File: config.mk
export PLATFORM = sky130hd
export DESIGN_NAME = iirdf1_cell
export DESIGN_NICKNAME = d
export VERILOG_FILES = /design/src/design/iir_direct_form_one_filter_macros.svh /design/src/design/iirdf1_pkg.sv /design/src/design/iirdf1_cell.sv
export SDC_FILE = /design/constraint.sdc
export NUM_CORES = 2
export LEC_CHECK = 0
export BUFFER_PORTS_ARGS = -buffer_cell sky130_fd_sc_hd__buf_2
export CAP_MARGIN = 10
export CORE_MARGIN = 2
export CORE_UTILIZATION = 60
export DETAILED_ROUTE_END_ITERATION = 16
export GPL_TIMING_DRIVEN = 0
export PLACE_DENSITY = 0.78
export SYNTH_ARGS = -nofsm -noshare
export SYNTH_HDL_FRONTEND = slang
export SYNTH_SLANG_ARGS = --single-unit
export TNS_END_PERCENT = 50
File: constraint.sdc
create_clock -name clk -period 11.97 [get_ports clk]
set_clock_uncertainty 0.05 [all_clocks]
set_input_delay 1.197 -clock clk [delete_from_list [all_inputs] [get_ports clk]]
set_output_delay 1.197 -clock clk [all_outputs]
set_load 0.1 [all_outputs]
File: src/design/iir_direct_form_one_filter_macros.svh
// ----------------------------------------------------------------------------
// IIR direct form I filter assertion macros
// Shared concurrent assertion forms, clocked on clk, disabled during reset.
// ----------------------------------------------------------------------------
`ifndef IIR_DIRECT_FORM_ONE_FILTER_MACROS_SVH
`define IIR_DIRECT_FORM_ONE_FILTER_MACROS_SVH

// Consequent must hold in the same cycle as the antecedent
`define IIRDF1_ASSERT_NOW(lbl, ante, cons, msg) \
    lbl: assert property (@(posedge clk) disable iff (!rst_n) (ante) |-> (cons)) \
        else $error(msg);

// Consequent must hold in the cycle after the antecedent
`define IIRDF1_ASSERT_NEXT(lbl, ante, cons, msg) \
    lbl: assert property (@(posedge clk) disable iff (!rst_n) (ante) |=> (cons)) \
        else $error(msg);

`endif

File: src/design/iirdf1_pkg.sv
// ----------------------------------------------------------------------------
// IIR direct form I filter package
// Widths, register indexes, reset values and shared types.
// ----------------------------------------------------------------------------
package iirdf1_pkg;

    // Default filter order and coefficient fraction bits
    localparam int ORDER_DEF          = 3;
    localparam int COEF_FRAC_BITS_DEF = 14;

    // Sample and coefficient widths
    localparam int SAMPLE_W = 16;
    localparam int COEF_W   = 16;
    localparam int PROD_W   = SAMPLE_W + COEF_W;
    localparam int TERM_W   = PROD_W + 1;
    // Seven products of up to 2^30 each fit in 34 bits; keep one spare
    localparam int ACC_W    = PROD_W + 3;

    // Configuration register indexes
    localparam int NUM_REGS = 7;
    localparam int IDX_W    = 3;

    typedef enum logic [IDX_W-1:0] {
        REG_FEED_0,
        REG_FEED_1,
        REG_FEED_2,
        REG_FEED_3,
        REG_BACK_1,
        REG_BACK_2,
        REG_BACK_3
    } reg_idx_t;

    // b0 resets to 1.0 in Q2.14
    localparam logic signed [COEF_W-1:0] FEED_0_RESET = 16'sd16384;

    // Configuration write bundle handed to every tap cell
    typedef struct packed {
        logic                en;
        logic [IDX_W-1:0]    index;
        logic [COEF_W-1:0]   data;
    } cfg_wr_t;

endpackage

File: src/design/iirdf1_cell.sv
// ----------------------------------------------------------------------------
// IIR direct form I tap cell
// Holds one input and one output history word plus the matching feedforward
// and feedback coefficients; forms b*x - a*y and shifts history onward.
// ----------------------------------------------------------------------------
module iirdf1_cell #(
    parameter int TAP = 1
) (
    input  logic                                      clk,
    input  logic                                      rst_n,
    input  iirdf1_pkg::cfg_wr_t                       wr,
    input  logic                                      shift,
    input  logic signed [iirdf1_pkg::SAMPLE_W-1:0]    x_prev,
    input  logic signed [iirdf1_pkg::SAMPLE_W-1:0]    y_prev,
    output logic signed [iirdf1_pkg::SAMPLE_W-1:0]    x_hist,
    output logic signed [iirdf1_pkg::SAMPLE_W-1:0]    y_hist,
    output logic signed [iirdf1_pkg::TERM_W-1:0]      term
);

    localparam logic [iirdf1_pkg::IDX_W-1:0] FEED_IDX =
        iirdf1_pkg::IDX_W'(int'(iirdf1_pkg::REG_FEED_0) + TAP);
    localparam logic [iirdf1_pkg::IDX_W-1:0] BACK_IDX =
        iirdf1_pkg::IDX_W'(int'(iirdf1_pkg::REG_BACK_1) + TAP - 1);

    logic signed [iirdf1_pkg::COEF_W-1:0]   feed_reg;
    logic signed [iirdf1_pkg::COEF_W-1:0]   back_reg;
    logic signed [iirdf1_pkg::SAMPLE_W-1:0] x_reg;
    logic signed [iirdf1_pkg::SAMPLE_W-1:0] y_reg;
    logic signed [iirdf1_pkg::PROD_W-1:0]   feed_prod;
    logic signed [iirdf1_pkg::PROD_W-1:0]   back_prod;

    // Load coefficients from the configuration port
    always_ff @(posedge clk or negedge rst_n)
    begin
        if (!rst_n)
        begin
            feed_reg <= '0;
            back_reg <= '0;
        end
        else if (wr.en)
        begin
            if (wr.index == FEED_IDX)
            begin
                feed_reg <= wr.data;
            end
            if (wr.index == BACK_IDX)
            begin
                back_reg <= wr.data;
            end
        end
    end

    // Advance history from the neighbor on each accepted word
    always_ff @(posedge clk or negedge rst_n)
    begin
        if (!rst_n)
        begin
            x_reg <= '0;
            y_reg <= '0;
        end
        else if (shift)
        begin
            x_reg <= x_prev;
            y_reg <= y_prev;
        end
    end

    // Form this tap's contribution
    always_comb
    begin
        feed_prod = feed_reg * x_reg;
        back_prod = back_reg * y_reg;
        term      = iirdf1_pkg::TERM_W'(feed_prod) - iirdf1_pkg::TERM_W'(back_prod);
    end

    assign x_hist = x_reg;
    assign y_hist = y_reg;

endmodule

# [After elaboration in Yosys (flattened, before gate mapping)]
# Cells that the tools add are included.
[op_classes] mul=2 addsub=1 n_reduce_logical=2 eq_ne=2
[ops] operator="$mul 16x16->32" n=2
[ops] operator="$sub 32x32->33" n=1
[ops] operator="$reduce_and 2->1" n=2
[ops] operator="$eq 3x1->1 const B" n=1
[ops] operator="$eq 3x3->1 const B" n=1
[totals] input_bits=55 out_inout_bits=65 ff_bits=64 wordCells=11

# [Logic depth before layout (Yosys ltp)]
[depth] word_depth=2 mapped_depth=29 mapped_depth_nobuf=27

# [Worst setup path after synthesis]
# Ideal clock, no wire load.
[synth_path] path_kind="flip-flop to output port" startpoint="register y_reg, in the netlist y_hist[0]" endpoint="output port term[32] (netlist name)" slack_ns=1.821 stages_incl_launch_ff=26 t_arrival_ns=8.902 n_path_buf=1 required_ns=10.723 path_cell_list="dfrtp_1 -> clkbuf_1 -> nand2_1 -> inv_1 -> fa_1 -> inv_1 -> fa_1 -> inv_1 -> fa_1 -> inv_1 -> fa_1 -> fa_1 -> fa_1 -> fa_1 -> inv_1 -> fa_1 -> inv_1 -> ha_1 -> and3_1 -> a31oi_1 -> nand2_1 -> a31oi_4 -> nor4b_1 -> o41a_1 -> o41ai_2 -> xnor2_1"
[synth_between] elab_chain_cells=2
[synth_rtl] item="from (decl)" line="iirdf1_cell.sv:28" text="logic signed [iirdf1_pkg::SAMPLE_W-1:0] y_reg;"
[synth_rtl] item="from (signal assigned)" line="iirdf1_cell.sv:64" text="y_reg <= y_prev;"
[synth_rtl] item="$mul 16x16->32" line="iirdf1_cell.sv:72" text="back_prod = back_reg * y_reg;"
[synth_rtl] item="$sub 32x32->33" line="iirdf1_cell.sv:73" text="term = iirdf1_pkg::TERM_W'(feed_prod) - iirdf1_pkg::TERM_W'(back_prod);"
[synth_rtl] item="to (decl)" line="iirdf1_cell.sv:17" text="output logic signed [iirdf1_pkg::TERM_W-1:0] term"
# Every way passes these cells.

# [Worst setup path after layout]
[layout_path] startpoint="register x_reg, in the netlist x_hist[9]" endpoint="output port term[27] (netlist name)"
[layout_between] elab_chain_cells=2
[layout_rtl] item="from (decl)" line="iirdf1_cell.sv:27" text="logic signed [iirdf1_pkg::SAMPLE_W-1:0] x_reg;"
[layout_rtl] item="from (signal assigned)" line="iirdf1_cell.sv:63" text="x_reg <= x_prev;"
[layout_rtl] item="$mul 16x16->32" line="iirdf1_cell.sv:71" text="feed_prod = feed_reg * x_reg;"
[layout_rtl] item="$sub 32x32->33" line="iirdf1_cell.sv:73"
# Every way passes these cells.

==> results by group <==
Status
  – Status: finished, final reports clean

STA
  – Slew Limit Fails: 0
  – Max-slew headroom: 40.12%
  – F_max: 0.09489 GHz
  – Setup TNS: 0 ns
  – Worst-Margin Slew: 0.8982 ns
  – Final Cycle Share: 88.04%
  – Fin. Hold Viols: 0
  – Fin crit period: 10.54 ns
  – RSZ-0062 raised after global routing: no
  – Final setup fails: 0

Die
  – Io pins: 120
  – Core ar.: 0.03749 mm^2
  – Die X: 198.8 um
  – Total die area: 0.03953 mm^2
  – Num rows: 71
  – Starting Density: 60.75%
  – Die height: 198.8 um

CTS
  – Bufs on Longest Clock Path: 2
  – # Post-CTS Setup Buffers: 0
  – Clk sinks: 64
  – # hold bufs at CTS: 0
  – Insertion delay to the later sink of the worst-skew pair: 0.35 ns
  – H-Tree Depth: 3
  – Root Buffer: clkbuf_16
  – CTS resizes: 0
  – Clk slew on worst S/H paths: 0.06 ns
  – CTS tree: yes
  – Num CTS Buffers: 9

Critical path
  – WP data required: 10.72 ns
  – Crit end category: output port
  – Setup Crit Path Kind: flop to output port
  – Data arrival, critical path: 9.29 ns
  – Critical Path Start Type: flop
  – Worst Path Max Fanout: 10

Global route
  – Global-route wire length before repair: 95.20 mm
  – Initial antenna violation count: 1
  – Grt total ovfl: 0
  – Gr usage total: 32.66%
  – Largest net degree at the start of global routing: 65
  – Number of global-route vias before repair: 17790

Route
  – Routed Antenna Nets: 0
  – WL per Instance: 20.17 um
  – DRT iter0 DRCs: 928
  – Via count: 16090
  – Vias per cell: 5.452
  – DRC: 0
  – 1st-pass router iterations: 5
  – Final wirelength: 59.51 mm

Yosys
  – Net count after synthesis: 3111
  – Synth async-reset ratio: 100.0%
  – Synth area leaders: fa_1, inv_1, ha_1, and2_1, dfrtp_1
  – Largest area contributor in the netlist: fa_1
  – Yosys Warn Count: 0
  – Synth Flop Type: dfrtp_1
  – Synth cell types: 42
  – Mapped cell area: 0.02278 mm^2
  – Syn avg cell area: 9.877 um^2
  – Post-synth EDFFs: 0
  – Synth Instances: 2306
  – Top cell type's share of synthesized area: 51.77%
  – Sequential share of the synthesized area: 7.032%
  – Synth Register Bits: 64

Job
  – Max Cap Viol: 0

Place
  – DP HPWL: 51.45 mm
  – GP Congestion: 0.9754
  – IO Port Bufs: 118

Min path
  – HP Class: flop to flop

Cells and area
  – Commonest non-fill, non-tap cell in the layout: inv_1
  – Most frequent cells in the layout: inv_1, fa_1, and2_1, nand2_1, ha_1
  – Area overhead of the layout relative to synthesis: 6.620%
  – Share of layout cells above drive strength 1: 8.156%
  – Antenna diodes: 0
  – Fin nets: 3240
==> area by class of cell <==
type                    instances  area, um^2
well taps                     511       639.4
repair buffers                118       593.1
clock inverters                 5       32.53
plain buffers                  75       281.5
clock buffers                  11       242.7
flip-flops and latches         64        1602
inverters                     658        2470
multi-input cells            1509       18420
fillers                      3087       13210
==> per-layer routing <==
metal	global-route usage [%]	part of all wire, %	vias to the layer above
li1	-	-	6847
met1	39.77	36	8404
met2	56.28	51	636
met3	4.256	6.2	201
met4	18.74	6.8	0
met5	0	0	-
==> cell usage after synthesis (all sizes together), types with 2 or more instances <==
cell type	number
o31ai	2
a31oi	4
dfrtp	64
nand3	6
and2	269
a221o	2
nor3	4
buf	3
a21o	15
nor2b	17
nand4	2
nand2	229
nand2b	16
nor4bb	2
mux2	62
xnor2	35
fa	589
ha	161
o211ai	3
nor2	15
o21a	2
clkbuf	72
xor2	14
o21bai	6
a21oi	27
inv	658
o21ai	13
==> critical path: stages, from the launching register on <==
cell,delay [ns]
dfrtp_1,0.70
clkbuf_1,0.52
nand2_1,0.16
fa_1,0.56
fa_1,0.55
fa_1,0.57
inv_1,0.06
fa_1,0.48
fa_1,0.61
fa_1,0.45
fa_1,0.53
inv_1,0.06
fa_1,0.48
inv_1,0.04
ha_1,0.25
clkbuf_1,0.24
nand2_1,0.13
a2bb2oi_1,0.16
o211ai_1,0.10
a41oi_1,0.40
o21ai_0,0.32
a21oi_1,0.50
o21ai_0,0.28
a31oi_1,0.30
buf_2,0.48
==> path summary, 6_finish.rpt <==
kind	start	to	slack [ns]	cells past startpoint
max in group asynchronous	rst_n	feed_reg[10]	10.38	1
min reg2reg	back_reg[15]	back_reg[15]	0.64	2
min in group asynchronous	rst_n	back_reg[6]	0.90	1
max	x_hist[9]	term[27]	1.43	24
min	back_reg[15]	back_reg[15]	0.64	2
max reg2reg	feed_reg[8]	feed_reg[8]	10.80	1
==> cells by family after synthesis <==
logic type,count (synthesis),share of synthesized area [%]
compound gates,84,2.516
xor+xnor,49,1.884
fa+ha+maj,750,60.62
buf+inv,733,12.08
flops,64,7.032
mux,62,3.065
simple gates,564,12.81
==> through the flow <==
stage | hold WS (ns) | area [um^2] | worst slack (ns) | cells | utilization [%]
after detailed placement | 0.6331 | 24010 | 1.911 | 2935 | 64.04
after floorplan | 0.5106 | 22780 | 1.821 | 2306 | -
final | 0.6443 | 24280 | 1.431 | 2951 | 64.78
after global placement | 0.6122 | 24010 | 2.072 | 2935 | 64.03
after CTS | 0.6416 | 24280 | 1.435 | 2951 | 64.78
after global routing | 0.6928 | 24280 | 1.006 | 2951 | 64.78
Power is not shown: default switching activity piles up to over one toggle a cycle in this logic, so the estimate is an artifact.
